<file path="src/sv/clv_pkg.sv">
`default_nettype none

package clv_pkg;

  // Field and register widths.
  localparam int unsigned CARD_W = 63;
  localparam int unsigned CFG_W  = 5;

  // Decimal capacity of a card number and the longest number the block accepts.
  localparam int unsigned CARD_DIGITS    = 19;
  localparam int unsigned MAX_DEC_DIGITS = 19;

  // Binary to BCD conversion: the binary word is padded to a whole number of steps.
  localparam int unsigned BCD_W      = 4 * CARD_DIGITS;
  localparam int unsigned CONV_BITS  = 4;
  localparam int unsigned BIN_W      = 64;
  localparam int unsigned CONV_STEPS = BIN_W / CONV_BITS;
  localparam int unsigned STEP_W     = $clog2(CONV_STEPS);
  localparam int unsigned POS_W      = $clog2(CARD_DIGITS);
  localparam int unsigned CNT_W      = $clog2(CARD_DIGITS + 1);

  // Register reset values.
  localparam logic [CFG_W-1:0] MIN_DIGITS_RST = 5'd13;
  localparam logic [CFG_W-1:0] MAX_DIGITS_RST = 5'd16;

  // Register indexes on the configuration port.
  localparam logic REG_MIN_DIGITS = 1'b0;
  localparam logic REG_MAX_DIGITS = 1'b1;

  // Accepted leading digits; the two-digit prefix is three followed by seven.
  localparam logic [3:0] LEAD_FOUR  = 4'd4;
  localparam logic [3:0] LEAD_FIVE  = 4'd5;
  localparam logic [3:0] LEAD_SIX   = 4'd6;
  localparam logic [3:0] LEAD_THREE = 4'd3;
  localparam logic [3:0] LEAD_SEVEN = 4'd7;

  typedef enum logic [1:0] {
    STAT_OK     = 2'd0,
    STAT_LEN    = 2'd1,
    STAT_PREFIX = 2'd2,
    STAT_LUHN   = 2'd3
  } status_e;

  typedef enum logic [1:0] {
    ST_IDLE,
    ST_CONV,
    ST_SCAN,
    ST_HOLD
  } state_e;

  typedef struct packed {
    logic [CFG_W-1:0] min_digits;
    logic [CFG_W-1:0] max_digits;
  } cfg_t;

  // One double-dabble step: correct every digit of five or more, then shift one bit in.
  function automatic logic [BCD_W-1:0] bcd_step(input logic [BCD_W-1:0] bcd,
                                                input logic shift_in);
    logic [BCD_W-1:0] adj;
    for (int k = 0; k < CARD_DIGITS; k++) begin
      if (bcd[4*k +: 4] >= 4'd5) begin
        adj[4*k +: 4] = bcd[4*k +: 4] + 4'd3;
      end else begin
        adj[4*k +: 4] = bcd[4*k +: 4];
      end
    end
    return {adj[BCD_W-2:0], shift_in};
  endfunction

  // Luhn contribution of one digit; doubled digits fold back to their digit sum.
  function automatic logic [3:0] luhn_term(input logic [3:0] d, input logic dbl);
    logic [4:0] dd;
    dd = {1'b0, d};
    if (dbl) begin
      dd = {d, 1'b0};
      if (dd >= 5'd10) begin
        dd = dd - 5'd9;
      end
    end
    return dd[3:0];
  endfunction

  // True when every nibble of a BCD word is a decimal digit.
  function automatic logic all_dec(input logic [BCD_W-1:0] bcd);
    logic ok;
    ok = 1'b1;
    for (int k = 0; k < CARD_DIGITS; k++) begin
      if (bcd[4*k +: 4] > 4'd9) begin
        ok = 1'b0;
      end
    end
    return ok;
  endfunction

endpackage

`default_nettype wire

</file>
<file path="src/sv/clv_if.sv">
`default_nettype none

// Card number channel.
interface clv_in_if;
  import clv_pkg::*;

  logic              valid;
  logic              ready;
  logic [CARD_W-1:0] card_number;

  modport source (output valid, output card_number, input ready);
  modport sink (input valid, input card_number, output ready);
endinterface

// Check result channel.
interface clv_out_if;
  logic       valid;
  logic       ready;
  logic       valid_res;
  logic [1:0] status;

  modport source (output valid, output valid_res, output status, input ready);
  modport sink (input valid, input valid_res, input status, output ready);
endinterface

`default_nettype wire

</file>
<file path="src/sv/clv_engine.sv">
`default_nettype none

module clv_engine (
  input  wire           clk_i,
  input  wire           rst_ni,
  input  clv_pkg::cfg_t cfg_i,
  clv_in_if.sink        in_if,
  clv_out_if.source     out_if
);
  import clv_pkg::*;

  state_e              state_q, state_d;
  logic [BIN_W-1:0]    bin_q;
  logic [BCD_W-1:0]    bcd_q;
  logic [STEP_W-1:0]   step_q;
  logic [POS_W-1:0]    pos_q;
  logic [CNT_W-1:0]    cnt_q;
  logic [3:0]          lead_q;
  logic                is37_q;
  logic [3:0]          prev_q;
  logic [3:0]          sum_q;
  logic                out_valid_q;
  logic                out_valid_res_q;
  status_e             out_status_q;

  logic                in_fire;
  logic                conv_last;
  logic                scan_last;
  logic                out_load;
  logic                out_free;
  logic [BCD_W-1:0]    conv_bcd;
  logic [3:0]          digit;
  logic [3:0]          term;
  logic [4:0]          sum_raw;
  logic [3:0]          sum_next;
  status_e             status;

  assign in_fire   = in_if.valid && in_if.ready;
  assign conv_last = (step_q == STEP_W'(CONV_STEPS - 1));
  assign scan_last = (pos_q == POS_W'(CARD_DIGITS - 1));
  assign out_free  = !out_valid_q || out_if.ready;

  // Shared conversion unit: four double-dabble steps per cycle.
  always_comb begin
    conv_bcd = bcd_q;
    for (int k = 0; k < CONV_BITS; k++) begin
      conv_bcd = bcd_step(conv_bcd, bin_q[BIN_W-1-k]);
    end
  end

  // Digit scan unit: Luhn term and running sum modulo ten.
  assign digit    = bcd_q[3:0];
  assign term     = luhn_term(digit, pos_q[0]);
  assign sum_raw  = {1'b0, sum_q} + {1'b0, term};
  assign sum_next = (sum_raw >= 5'd10) ? 4'(sum_raw - 5'd10) : sum_raw[3:0];

  // Final checks in priority order: length, prefix, Luhn sum.
  always_comb begin
    if (cnt_q > CNT_W'(MAX_DEC_DIGITS) ||
        CFG_W'(cnt_q) < cfg_i.min_digits || CFG_W'(cnt_q) > cfg_i.max_digits) begin
      status = STAT_LEN;
    end else if (!(lead_q == LEAD_FOUR || lead_q == LEAD_FIVE ||
                   lead_q == LEAD_SIX || is37_q)) begin
      status = STAT_PREFIX;
    end else if (sum_q != 4'd0) begin
      status = STAT_LUHN;
    end else begin
      status = STAT_OK;
    end
  end

  // Sequencer state register.
  always_ff @(posedge clk_i or negedge rst_ni) begin
    if (!rst_ni) begin
      state_q <= ST_IDLE;
    end else begin
      state_q <= state_d;
    end
  end

  // Next state and handshake outputs.
  always_comb begin
    state_d     = state_q;
    in_if.ready = 1'b0;
    out_load    = 1'b0;
    case (state_q)
      ST_IDLE: begin
        in_if.ready = 1'b1;
        if (in_if.valid) begin
          state_d = ST_CONV;
        end
      end
      ST_CONV: begin
        if (conv_last) begin
          state_d = ST_SCAN;
        end
      end
      ST_SCAN: begin
        if (scan_last) begin
          state_d = ST_HOLD;
        end
      end
      ST_HOLD: begin
        if (out_free) begin
          out_load = 1'b1;
          state_d  = ST_IDLE;
        end
      end
      default: begin
        state_d = ST_IDLE;
      end
    endcase
  end

  // Counters and output valid.
  always_ff @(posedge clk_i or negedge rst_ni) begin
    if (!rst_ni) begin
      step_q      <= '0;
      pos_q       <= '0;
      out_valid_q <= 1'b0;
    end else begin
      if (in_fire) begin
        step_q <= '0;
      end else if (state_q == ST_CONV) begin
        step_q <= step_q + 1'b1;
      end
      if (state_q == ST_CONV) begin
        pos_q <= '0;
      end else if (state_q == ST_SCAN) begin
        pos_q <= pos_q + 1'b1;
      end
      if (out_load) begin
        out_valid_q <= 1'b1;
      end else if (out_if.ready) begin
        out_valid_q <= 1'b0;
      end
    end
  end

  // Datapath registers.
  always_ff @(posedge clk_i) begin
    if (in_fire) begin
      bin_q  <= {1'b0, in_if.card_number};
      bcd_q  <= '0;
      cnt_q  <= '0;
      lead_q <= '0;
      is37_q <= 1'b0;
      prev_q <= '0;
      sum_q  <= '0;
    end else if (state_q == ST_CONV) begin
      bin_q <= {bin_q[BIN_W-CONV_BITS-1:0], {CONV_BITS{1'b0}}};
      bcd_q <= conv_bcd;
    end else if (state_q == ST_SCAN) begin
      bcd_q  <= {4'd0, bcd_q[BCD_W-1:4]};
      sum_q  <= sum_next;
      prev_q <= digit;
      if (digit != 4'd0) begin
        cnt_q  <= CNT_W'(pos_q) + 1'b1;
        lead_q <= digit;
        is37_q <= (digit == LEAD_THREE) && (prev_q == LEAD_SEVEN);
      end
    end
    if (out_load) begin
      out_status_q    <= status;
      out_valid_res_q <= (status == STAT_OK);
    end
  end

  assign out_if.valid     = out_valid_q;
  assign out_if.valid_res = out_valid_res_q;
  assign out_if.status    = out_status_q;

  // An accepted number always starts the conversion.
  assert property (@(posedge clk_i) disable iff (!rst_ni)
    in_fire |=> state_q == ST_CONV)
    else $error("accepted beat did not start conversion");

  // The conversion leaves only decimal digits for the scan.
  assert property (@(posedge clk_i) disable iff (!rst_ni)
    state_q == ST_SCAN |-> all_dec(bcd_q))
    else $error("non-decimal digit during scan");

  // The digit count never exceeds the decimal capacity.
  assert property (@(posedge clk_i) disable iff (!rst_ni)
    state_q == ST_HOLD |-> cnt_q <= CNT_W'(CARD_DIGITS))
    else $error("digit count out of range");

  // A new result only follows the hold state.
  assert property (@(posedge clk_i) disable iff (!rst_ni)
    $rose(out_valid_q) |-> $past(state_q == ST_HOLD))
    else $error("result loaded outside hold state");

endmodule

`default_nettype wire

</file>
<file path="src/sv/card_number_luhn_validator_top.sv">
// Card number checker: length, leading digits and Luhn mod-10 sum.
// Input channel in_if carries one card number per beat as an unsigned
// 63-bit integer; output channel out_if carries one result per beat with
// valid_res and a status code (0 valid, 1 bad length, 2 bad prefix,
// 3 Luhn sum failed). Both use valid/ready.
// An APB write sets min_digits (address 0) or max_digits (address 4);
// writes must be made while the block is idle; the block does not enforce it.
// An accepted number passes through binary-to-BCD conversion (four
// bits a cycle through the shared correct-and-shift logic), a scan of
// every decimal digit, one digit a cycle, through the Luhn accumulator,
// and the final checks in the hold state as the result is loaded. The
// block then returns to idle and can take the next number; it takes no
// new number while one is being converted or scanned.
// The result sits in an output register; a new number is accepted while
// it waits. If the receiver still stalls when the next result is ready,
// the block holds it and takes no new number until the register frees.
// Reset clears the sequencer and the output valid, and sets min_digits to
// 13 and max_digits to 16.
`default_nettype none

module card_number_luhn_validator_top (
  input  wire         clk_i,
  input  wire         rst_ni,
  input  wire         psel,
  input  wire         penable,
  input  wire         pwrite,
  input  wire  [2:0]  paddr,
  input  wire  [31:0] pwdata,
  output logic [31:0] prdata,
  output logic        pready,
  clv_in_if.sink      in_if,
  clv_out_if.source   out_if
);
  import clv_pkg::*;

  cfg_t cfg_q;
  logic reg_idx;
  logic reg_write;

  assign pready    = 1'b1;
  assign reg_idx   = paddr[2];
  assign reg_write = psel && penable && pwrite && pready;

  // Configuration registers.
  always_ff @(posedge clk_i or negedge rst_ni) begin
    if (!rst_ni) begin
      cfg_q.min_digits <= MIN_DIGITS_RST;
      cfg_q.max_digits <= MAX_DIGITS_RST;
    end else if (reg_write) begin
      case (reg_idx)
        REG_MIN_DIGITS: cfg_q.min_digits <= pwdata[CFG_W-1:0];
        REG_MAX_DIGITS: cfg_q.max_digits <= pwdata[CFG_W-1:0];
        default: begin
        end
      endcase
    end
  end

  // Register read-back.
  always_comb begin
    case (reg_idx)
      REG_MIN_DIGITS: prdata = {{(32-CFG_W){1'b0}}, cfg_q.min_digits};
      REG_MAX_DIGITS: prdata = {{(32-CFG_W){1'b0}}, cfg_q.max_digits};
      default:        prdata = '0;
    endcase
  end

  clv_engine u_engine (
    .clk_i  (clk_i),
    .rst_ni (rst_ni),
    .cfg_i  (cfg_q),
    .in_if  (in_if),
    .out_if (out_if)
  );

endmodule

`default_nettype wire
</file>
<file path="src/flat_wrapper.sv">
// flat-port wrapper written by rule: the top's interface ports become plain ports
module card_number_luhn_validator_top_flat import clv_pkg::*;
  (clk_i, rst_ni, psel, penable, pwrite, paddr, pwdata, prdata, pready, in_if_valid, in_if_card_number, in_if_ready, out_if_valid, out_if_valid_res, out_if_status, out_if_ready);
  clv_in_if in_if_i ();
  clv_out_if out_if_i ();
  input  wire clk_i;
  input  wire rst_ni;
  input  wire psel;
  input  wire penable;
  input  wire pwrite;
  input  wire  [2:0] paddr;
  input  wire  [31:0] pwdata;
  output logic [31:0] prdata;
  output logic pready;
  input wire logic [$bits(in_if_i.valid)-1:0] in_if_valid;
  input wire logic [$bits(in_if_i.card_number)-1:0] in_if_card_number;
  output wire logic [$bits(in_if_i.ready)-1:0] in_if_ready;
  output wire logic [$bits(out_if_i.valid)-1:0] out_if_valid;
  output wire logic [$bits(out_if_i.valid_res)-1:0] out_if_valid_res;
  output wire logic [$bits(out_if_i.status)-1:0] out_if_status;
  input wire logic [$bits(out_if_i.ready)-1:0] out_if_ready;
  assign in_if_i.valid = in_if_valid;
  assign in_if_i.card_number = in_if_card_number;
  assign in_if_ready = in_if_i.ready;
  assign out_if_valid = out_if_i.valid;
  assign out_if_valid_res = out_if_i.valid_res;
  assign out_if_status = out_if_i.status;
  assign out_if_i.ready = out_if_ready;
  card_number_luhn_validator_top u_core (.clk_i(clk_i), .rst_ni(rst_ni), .psel(psel), .penable(penable), .pwrite(pwrite), .paddr(paddr), .pwdata(pwdata), .prdata(prdata), .pready(pready), .in_if(in_if_i), .out_if(out_if_i));
endmodule
</file>
<file path="config.mk">
export PLATFORM = sky130hd
export DESIGN_NAME = card_number_luhn_validator_top_flat
export DESIGN_NICKNAME = d
export VERILOG_FILES = /design/src/sv/clv_pkg.sv /design/src/sv/clv_if.sv /design/src/sv/clv_engine.sv /design/src/sv/card_number_luhn_validator_top.sv /design/src/flat_wrapper.sv
export SDC_FILE = /design/constraint.sdc
export NUM_CORES = 1
export LEC_CHECK = 0
export BUFFER_PORTS_ARGS = -buffer_cell sky130_fd_sc_hd__buf_2
export CAP_MARGIN = 20
export CORE_MARGIN = 10
export CORE_UTILIZATION = 52
export CTS_BUF_LIST = sky130_fd_sc_hd__clkbuf_4
export CTS_CLUSTER_DIAMETER = 80
export DETAILED_ROUTE_END_ITERATION = 10
export PLACE_DENSITY_LB_ADDON = 0.1
export RECOVER_POWER = 50
export REMOVE_ABC_BUFFERS = 1
export SYNTH_ARGS = -nofsm -noshare
export SYNTH_HDL_FRONTEND = slang
export SYNTH_SLANG_ARGS = --single-unit
</file>
<file path="constraint.sdc">
create_clock -name clk_i -period 7.3 [get_ports clk_i]
set_clock_uncertainty 0.2 [all_clocks]
set_input_delay 0.73 -clock clk_i [delete_from_list [all_inputs] [get_ports clk_i]]
set_output_delay 0.73 -clock clk_i [all_outputs]
set_load 0.005 [all_outputs]
</file>
==> summary.txt, run 1 <==
Yosys reg bits -> 183
Slowest cell on the critical path -> clkbuf_1
CTS buffer count -> 17
First-pass GRT wire length -> 71500 microns
# port buffers -> 85
GRT Util Overall -> 20.0%
Final Cycle Share -> 75.9%
RePlAce Congestion -> 0.823
Share of flip-flops with an asynchronous set or reset -> 12.0%
Die Footprint -> 40900 sq um
Worst hold start -> in_if_card_number[22]
Hold Vio Cnt, Final -> 0
Post-route ant nets -> 0
Initial Util -> 52.9%
Initial DRC Count -> 1078
Placed cell count -> 2618
Die width -> 202 microns
Total negative slack -> 0 ns
Slew at the pin with the worst max-slew slack -> 3.81 ns
Hold EP -> u_core.u_engine.bin_q[22]
Hold Crit Class -> input port to flip-flop
Clock Tree Buf Depth -> 2
MaxCap Viol Count -> 4
Fin crit period -> 5.54 ns
Worst r2r dst -> u_core.u_engine.bin_q[62]
Cell variety after synth -> 111
Syn Inst Count -> 2184
Slew margin rel. -> -154%
Commonest non-fill, non-tap cell in the layout -> nand2_1
R2r setup slk -> 1.76 ns
IO Count -> 143
Final Net Count -> 2399
Core area -> 32600 sq um
CTS tree -> built
Clk_lat worst skew -> 0.59 ns
Critical Path RT -> 7.21 ns
Drt pass-1 iters -> 5
Critical Path Stages -> 5
Worst r2r path cells -> 5
Endpoint class of the critical path -> flip-flop
Area Growth Syn to Fin -> 4.58%
Vias in the first global route -> 14.9k
Mean Syn Cell Area -> 7.90 sq um
Fmax -> 0.181 GHz
Main synth FF type -> dfxtp_1
Yosys warns -> 0
Antenna violations before repair -> 1
Failing checks -> capacitance limit, slew limit
Layout cells sized above 1 -> 12.7%
Vias/cell -> 5.95
Max-slew violation count -> 232
Largest net degree at the start of global routing -> 92
FF-to-FF Start -> u_core.u_engine.state_q[1]
Most frequent cells in the layout -> nand2_1, nor2_1, inv_1
Worst hold path depth -> 3
CP dominant cell by count -> inv_1
Max FO, Critical Path -> 63
Root buffer cell -> clkbuf_4
DR vias -> 15.8k
Crit-path cells -> inv_1 > ha_1 > inv_1 > nand2_2 > clkbuf_1
Post-synthesis sequential area ratio -> 25.7%
Max incr delay on CP -> 2.40 ns
HPWL Detailed -> 31000 microns
Unrepaired setup endpoints after global routing -> false
Startpoint Class -> flip-flop
Synthesized area -> 17300 sq um
WP buf/inv -> 3
Gr ovfl total -> 0
Worst endpoint data arrival time -> 5.45 ns
H-Tree Depth -> 4
Number of remaining DRC errors -> 0
Final wirelength -> 42100 microns
Fin cells -> 2652
Clock transition at path regs -> 0.21 ns
Top delay family on crit path -> buffers and inverters
Outcome -> finished with violations
Kind of critical path -> flip-flop to flip-flop
CTS sink cnt -> 183
FP Rows -> 66
Final setup vio count -> 0
Post-synth EDFFs -> 66
Routed len/inst -> 15.9 microns
Die Ht -> 202 microns
tightest hold or removal path, delay by kind of cell:
family	cells	cell delay (ns)
AND/OR/NAND/NOR	2	0.08
buffers and inverters	1	0.07
synth_stat cells (all sizes together) (19+ instances only):
cell	number	area (sq um)
o32ai	22	208
edfxtp	66	1980
nor2	140	528
nand2b	37	231
or2	19	119
mux2i	47	490
clkbuf	72	270
a211oi	72	586
and2	24	163
a31oi	44	348
nand2	339	1280
nor3	44	225
mux2	39	447
xnor2	40	455
nor2b	26	163
inv	138	518
a21o	22	165
buf	55	358
nand3	28	140
dfxtp	95	1900
o21a	25	188
a21oi	108	574
ha	97	1210
o21ai	192	972
nor3b	20	160
o22ai	19	125
o211ai	59	473
logic make-up (layout without fill, tap and decap cells):
family                     Yosys count  after routing  share of synthesized area [%]
buffers and inverters              266            265                           6.66
AOI/OAI and AO/OA                  755            755                           31.6
muxes                               86             86                           5.43
adders and majority gates           99             99                           7.21
and+or+nand+nor                    739            739                           19.9
other                                2             29                         0.0435
DFF                                183            183                           25.7
xor gates and xnor gates            54             54                           3.39
through the flow:
stage	utilization [%]	setup slack, ns	instance area [sq um]	hold WS [ns]
2_1_floorplan	-	2.08	16700	0.234
3_3_place_gp	54.6	2.84	17800	0.246
3_5_place_dp	54.6	2.74	17800	0.249
4_1_cts	55.5	2.69	18100	0.125
5_1_grt	55.3	1.23	18000	0.120
6_report	55.3	1.76	18000	0.171
how the worst max path moves through the flow:
stage / to / slack, ns / from
detailed placement: u_core.u_engine.bcd_q[25] / 2.74 / u_core.u_engine.bcd_q[20]
finish: u_core.u_engine.bin_q[62] / 1.76 / u_core.u_engine.state_q[1]
global placement: u_core.u_engine.bcd_q[25] / 2.84 / u_core.u_engine.bcd_q[20]
floorplan: u_core.u_engine.bin_q[0] / 2.08 / u_core.u_engine.state_q[1]
global route: u_core.u_engine.bin_q[59] / 1.23 / u_core.u_engine.state_q[1]
CTS: u_core.u_engine.bcd_q[25] / 2.69 / u_core.u_engine.bcd_q[20]
state kept, by name (all words and copies together), names as in the netlist:
| name | count |
|---|---|
| u_core.u_engine.is37_q | 1 |
| u_core.u_engine.lead_q | 4 |
| u_core.u_engine.step_q | 4 |
| u_core.u_engine.prev_q | 4 |
| u_core.u_engine.state_q | 2 |
| u_core.u_engine.bin_q | 64 |
| u_core.u_engine.pos_q | 5 |
| u_core.u_engine.cnt_q | 5 |
| u_core.u_engine.out_if.status | 2 |
| u_core.u_engine.out_if.valid | 1 |
| u_core.u_engine.sum_q | 4 |
| u_core.cfg_q | 10 |
| u_core.u_engine.bcd_q | 76 |
| u_core.u_engine.out_if.valid_res | 1 |
cell type report:
type / instances / area [sq um]
clock inverter: 14 / 148
tap: 442 / 553
antenna: 1 / 2.50
clock buffer: 18 / 135
multi-input combinational: 1761 / 11800
fill: 3100 / 14600
sequential: 183 / 4440
inverter: 139 / 522
timing repair buffer: 94 / 470
what timing repair did:
| item | in CTS | in global routing |
|---|---|---|
| buffers inserted | 0 | 0 |
| endpoints found under the hold margin | 18 | 0 |
| setup endpoints to repair | 0 | 0 |
| hold buffers | 1 | 0 |
| resized for setup | 0 | 0 |
layer usage:
layer  wire length (microns)  global-route usage [%]  up-vias
met1                   20100                    26.4     7486
met3                    1020                    1.94       21
met4                     221                    2.66        0
li1                        -                       -     8058
met2                   20800                    35.5      226
met5                       0                       0        -
Power of run 1 is not shown: default switching activity piles up to over one toggle a cycle in this logic, so the estimate is an artifact.
==> inputs of run 2 (changes only) <==
- ABC_AREA: default -> 1
- clock period: 7.3 -> 4.72 ns (I/O delays scaled with it)
==> run 2 against run 1 <==
Compared with the run above: the run still ends with capacitance limit, slew limit left; register-to-register slack worse by 1.0 ns; cell count is 9.8% higher; largest cell class unchanged; synthesized area is 8.8% lower; design area is 3.5% lower; worst hold slack worse by 0.040 ns; critical path depth is 1 lower; global-route usage is 0.22 points lower; non-clock buffer count is 71 higher; flip-flop and latch count stayed put.
==> summary.txt, run 2 <==
IO Count -> 143 (unchanged)
Clock Tree Buf Depth -> 2 (unchanged)
Commonest non-fill, non-tap cell in the layout -> nand2_1 (unchanged)
Top flop regs -> u_core.u_engine.bcd_q: 76 flops, u_core.u_engine.bin_q: 64 flops, u_core.cfg_q: 10 flops (unchanged)
CTS sink cnt -> 183 (unchanged)
Post-synthesis sequential area ratio -> 28.2% (was 25.7%)
Top cells by area, synth -> nand2_1, edfxtp_1, dfxtp_1 (was edfxtp_1, dfxtp_1, nand2_1)
FP Rows -> 63 (was 66)
Clock transition at path regs -> 0.19 ns (was 0.21 ns)
Largest net degree at the start of global routing -> 70 (was 92)
# port buffers -> 85 (unchanged)
Final Net Count -> 2711 (was 2399)
CTS tree -> built (unchanged)
Endpoint class of the critical path -> flip-flop (unchanged)
Kind of critical path -> flip-flop to flip-flop (unchanged)
Hold Crit Class -> input port to flip-flop (unchanged)
FF+latch area -> 4440 sq um (unchanged)
Placed cell count -> 2808 (was 2618)
Routed len/inst -> 12.9 microns (was 15.9 microns)
HPWL Detailed -> 27600 microns (was 31000 microns)
GRT Util Overall -> 19.8% (was 20.0%)
Max FFs per register -> 76 (unchanged)
Number of remaining DRC errors -> 0 (unchanged)
Final setup vio count -> 0 (unchanged)
Core area -> 29700 sq um (was 32600 sq um)
Vias in the first global route -> 14.2k (was 14.9k)
Syn Inst Count -> 2376 (was 2184)
Final instance area -> 17400 sq um (was 18000 sq um)
Initial DRC Count -> 986 (was 1078)
Most frequent cells in the layout -> nand2_1, inv_1, nand3_1 (was nand2_1, nor2_1, inv_1)
Area Growth Syn to Fin -> 10.7% (was 4.58%)
Yosys reg bits -> 183 (unchanged)
H-Tree Depth -> 4 (unchanged)
Root buffer cell -> clkbuf_4 (unchanged)
First-pass GRT wire length -> 65100 microns (was 71500 microns)
Outcome -> finished with violations (unchanged)
WHS -> 0.131 ns (was 0.171 ns)
Fin cells -> 2913 (was 2652)
Critical Path RT -> 4.50 ns (was 7.21 ns)
Die Ht -> 194 microns (was 202 microns)
Area of the multi-input gates -> 9500 sq um (was 11800 sq um)
DR vias -> 15.2k (was 15.8k)
Fmax -> 0.251 GHz (was 0.181 GHz)
Failing checks -> capacitance limit, slew limit (unchanged)
Share of flip-flops with an asynchronous set or reset -> 12.0% (unchanged)
RePlAce Congestion -> 0.855 (was 0.823)
Mean Syn Cell Area -> 6.62 sq um (was 7.90 sq um)
Slew margin rel. -> -13.3% (was -154%)
Max FO, Critical Path -> 64 (was 63)
Unrepaired setup endpoints after global routing -> false (unchanged)
Post-route ant nets -> 0 (unchanged)
Die width -> 194 microns (was 202 microns)
Startpoint Class -> flip-flop (unchanged)
Final wirelength -> 37700 microns (was 42100 microns)
Resize count post-CTS -> 0 (unchanged)
Drt pass-1 iters -> 7 (was 5)
Initial Util -> 53.0% (was 52.9%)
R2r setup slk -> 0.73 ns (was 1.76 ns)
Final Cycle Share -> 84.5% (was 75.9%)
Most frequent cell after synthesis -> nand2_1 (unchanged)
Hold Vio Cnt, Final -> 0 (unchanged)
Post-placement cell area -> 16400 sq um (was 17800 sq um)
Main synth FF type -> dfxtp_1 (unchanged)
Synthesized area -> 15700 sq um (was 17300 sq um)
Yosys warns -> 0 (unchanged)
Top cells by count, synth -> nand2_1, inv_1, nand3_1, ha_1, dfxtp_1 (was nand2_1, nor2_1, inv_1, a21oi_1, o21ai_0)
Max-slew violation count -> 65 (was 232)
Antenna violations before repair -> 1 (unchanged)
Clk_lat worst skew -> 0.65 ns (was 0.59 ns)
MaxCap Viol Count -> 1 (was 4)
Layout fillers -> 2819 (was 3100)
Share of the synthesized area in the top cell type -> 19.3% (was 11.5%)
Layout cells sized above 1 -> 12.1% (was 12.7%)
Post-synth EDFFs -> 66 (unchanged)
Worst endpoint data arrival time -> 3.77 ns (was 5.45 ns)
Register with the most flip-flops -> u_core.u_engine.bcd_q (unchanged)
Fin crit period -> 3.99 ns (was 5.54 ns)
Vias/cell -> 5.21 (was 5.95)
Slew at the pin with the worst max-slew slack -> 1.70 ns (was 3.81 ns)
Cell taking the most area after synthesis -> nand2_1 (was edfxtp_1)
Die Footprint -> 37600 sq um (was 40900 sq um)
CTS buffer count -> 17 (unchanged)
Gr ovfl total -> 0 (unchanged)
Cell variety after synth -> 52 (was 111)
==> run 2: cell families after synthesis <==
kind of cell / Yosys count / share of synthesized area (%)
adder cells (fa/ha/maj): 98 / 7.84
XOR/XNOR: 21 / 1.88
AND/OR/NAND/NOR: 1232 / 35.2
other: 2 / 0.0477
buffers and inverters: 469 / 12.0
flip-flops: 183 / 28.2
AO/OA/AOI/OAI: 371 / 14.7
==> run 2: metrics by stage <==
stage,setup TNS (ns),util [%],worst slack [ns]
after floorplan,-80.63,-,-0.787
after detailed placement,0,55.3,1.16
after global routing,0,58.6,0.377
after global placement,0,55.3,1.29
after CTS,0,58.6,1.11
final,0,58.6,0.732
==> run 2: metal layers <==
metal | vias up | track usage (%) | routed length (microns)
met4 | 0 | 4.74 | 537
met2 | 294 | 33.7 | 17500
met1 | 6903 | 25.7 | 18000
met3 | 33 | 3.15 | 1560
met5 | - | 0 | 0
li1 | 7954 | - | -
==> run 2: worst paths after layout <==
kind                       cells past startpoint                  startpoint                         end
min                                            3                    paddr[2]             u_core.cfg_q[4]
max                                            4  u_core.u_engine.state_q[1]   u_core.u_engine.bin_q[61]
min in group asynchronous                      2                      rst_ni             u_core.cfg_q[1]
min reg2reg                                    2   u_core.u_engine.lead_q[2]   u_core.u_engine.lead_q[2]
max in group asynchronous                      2                      rst_ni  u_core.u_engine.state_q[0]
max reg2reg                                    4  u_core.u_engine.state_q[1]   u_core.u_engine.bin_q[61]
==> run 2: cell type report <==
type | instances | area share, %
sequential | 183 | 25.5
clock buffer | 17 | 0.733
multi-input combinational | 1750 | 54.6
antenna | 2 | 0.0287
inverter | 391 | 8.44
tap | 390 | 2.80
timing repair buffer | 165 | 6.95
clock inverter | 15 | 0.991
==> run 2: repair_timing <==
| item | 4_1_cts | 5_1_grt |
|---|---|---|
| endpoints found under the hold margin | 97 | 0 |
| hold buffers | 70 | 0 |
| setup buffers | 0 | 0 |
==> run 2: worst max-delay path, cell delays in order (launching register included) <==
cell and delay, ns:
dfrtp_1 0.46, inv_1 0.09, ha_1 0.24, nand2_1 0.94
nand2_2 1.31
Power of run 2 is left out for the same reason.
==> inputs of run 3 (changes only) <==
- clock period: 4.72 -> 3.76 ns (I/O delays scaled with it)
==> run 3 against run 2 <==
Compared with the run above: the run now ends clean; count of clock-buffer cells in the layout is the same; setup slack lost 0.42 ns; register-to-register slack lost 0.42 ns; core utilization is essentially flat; non-clock buffer count grew 3; largest cell class unchanged; routed wire length grew 1.2%; via count grew 0.20%; critical endpoint is now u_core.u_engine.bcd_q[73]; critical path depth grew 26; design area is essentially flat; die area is the same.
==> summary.txt, run 3 (synthesized netlist as in run 2, its figures left out) <==
Outcome -> complete, no violations (was finished with violations)
Initial Util -> 53.0% (unchanged)
Unrepaired setup endpoints after global routing -> false (unchanged)
Fmax -> 0.290 GHz (was 0.251 GHz)
Die Footprint -> 37600 sq um (unchanged)
Die Ht -> 194 microns (unchanged)
CTS sink cnt -> 183 (unchanged)
HPWL Detailed -> 28000 microns (was 27600 microns)
GRT Util Overall -> 19.6% (was 19.8%)
Hold Crit Class -> input port to flip-flop (unchanged)
DR vias -> 15.2k (about the same)
# port buffers -> 85 (unchanged)
Slew margin rel. -> 12.6% (was -13.3%)
Core area -> 29700 sq um (unchanged)
Routed len/inst -> 13.1 microns (was 12.9 microns)
Clock Tree Buf Depth -> 2 (unchanged)
Clock transition at path regs -> 0.18 ns (was 0.19 ns)
Startpoint Class -> flip-flop (unchanged)
Layout cells sized above 1 -> 12.4% (was 12.1%)
Kind of critical path -> flip-flop to flip-flop (unchanged)
Die width -> 194 microns (unchanged)
Final setup vio count -> 0 (unchanged)
Root buffer cell -> clkbuf_4 (unchanged)
CP dominant cell by count -> nand2_1
Final Net Count -> 2714 (was 2711)
Gr ovfl total -> 0 (unchanged)
Vias in the first global route -> 14.1k (was 14.2k)
Number of remaining DRC errors -> 0 (unchanged)
H-Tree Depth -> 4 (unchanged)
Endpoint class of the critical path -> flip-flop (unchanged)
Max FFs per register -> 76 (unchanged)
Slowest cell on the critical path -> dfxtp_2 (was nand2_2)
First-pass GRT wire length -> 64200 microns (was 65100 microns)
Final wirelength -> 38100 microns (was 37700 microns)
RePlAce Congestion -> 0.840 (was 0.855)
MaxCap Viol Count -> 0 (was 1)
Worst endpoint data arrival time -> 3.81 ns (was 3.77 ns)
Fin crit period -> 3.45 ns (was 3.99 ns)
Final Cycle Share -> 91.8% (was 84.5%)
Clk_lat worst skew -> 0.65 ns (about the same)
Drt pass-1 iters -> 6 (was 7)
Max incr delay on CP -> 0.39 ns (was 1.31 ns)
Antenna violations before repair -> 1 (unchanged)
Slew at the pin with the worst max-slew slack -> 1.31 ns (was 1.70 ns)
Max-slew violation count -> 0 (was 65)
Most frequent cells in the layout -> nand2_1, inv_1, nand3_1 (unchanged)
Vias/cell -> 5.22 (was 5.21)
CTS buffer count -> 17 (unchanged)
Post-route ant nets -> 0 (unchanged)
Top flop regs -> u_core.u_engine.bcd_q: 76 flops, u_core.u_engine.bin_q: 64 flops, u_core.cfg_q: 10 flops (unchanged)
Commonest non-fill, non-tap cell in the layout -> nand2_1 (unchanged)
Total negative slack -> 0 ns (unchanged)
Critical Path RT -> 4.12 ns (was 4.50 ns)
IO Count -> 143 (unchanged)
FP Rows -> 63 (unchanged)
Max FO, Critical Path -> 5 (was 64)
Initial DRC Count -> 933 (was 986)
Layout fillers -> 2825 (was 2819)
Register with the most flip-flops -> u_core.u_engine.bcd_q (unchanged)
CTS tree -> built (unchanged)
Largest net degree at the start of global routing -> 65 (was 70)
Post-CTS setup buffer count -> 0 (unchanged)
Area Growth Syn to Fin -> 10.7% (about the same)
Hold Vio Cnt, Final -> 0 (unchanged)
## run 3: final timing paths
check | start | to | slack, ns | cells past startpoint
setup reg to reg | u_core.u_engine.bcd_q[72] | u_core.u_engine.bcd_q[73] | 0.31 | 30
min in group asynchronous | rst_ni | u_core.cfg_q[2] | 0.56 | 3
hold / removal | paddr[2] | u_core.cfg_q[1] | 0.09 | 3
setup / recovery | u_core.u_engine.bcd_q[72] | u_core.u_engine.bcd_q[73] | 0.31 | 30
max in group asynchronous | rst_ni | u_core.u_engine.pos_q[3] | 1.35 | 4
hold reg to reg | u_core.u_engine.lead_q[2] | u_core.u_engine.lead_q[2] | 0.27 | 2
## run 3: layout make-up
type / instances / area, sq um / share of cell area [%]
Clock buffer: 17 / 128 / 0.732
Inverter: 391 / 1470 / 8.44
Multi-Input combinational cell: 1750 / 9530 / 54.7
Sequential cell: 183 / 4440 / 25.5
Tap cell: 390 / 488 / 2.80
Clock inverter: 15 / 131 / 0.754
Timing Repair Buffer: 168 / 1240 / 7.09
Antenna cell: 1 / 2.50 / 0.0144
## run 3: through the flow
| step | area [sq um] | util [%] | cells | worst slack (ns) | hold WS [ns] |
|---|---|---|---|---|---|
| after global placement | 16500 | 55.4 | 2810 | 0.331 | 0.179 |
| after detailed placement | 16500 | 55.4 | 2810 | 0.181 | 0.176 |
| after global routing | 17400 | 58.6 | 2915 | 0.00439 | 0.0887 |
| after CTS | 17400 | 58.7 | 2914 | 0.134 | 0.0490 |
| final | 17400 | 58.6 | 2915 | 0.309 | 0.0922 |
| after floorplan | 15400 | - | 2324 | -1.75 | -0.120 |
## run 3: routing by layer
layer	vias to the layer above	global-route usage (%)	wire length, microns
met4	0	4.34	504
met5	-	0	0
met2	257	33.6	18100
li1	7966	-	-
met1	6961	25.2	18100
met3	31	3.30	1480
## run 3: critical path, delay by kind of cell (launching register included)
kind	cells	cell delay [ns]
AO/OA/AOI/OAI	1	0.12
adder cells (fa/ha/maj)	4	0.75
buffers and inverters	7	0.43
flip-flops	1	0.39
AND/OR/NAND/NOR	18	1.51
## run 3: repair_timing
action	in CTS	in global routing
endpoints found under the setup margin	0	4
gates resized for setup	0	9
hold endpoints to repair	99	0
hold buffers	72	0
Power of run 3 is left out for the same reason.
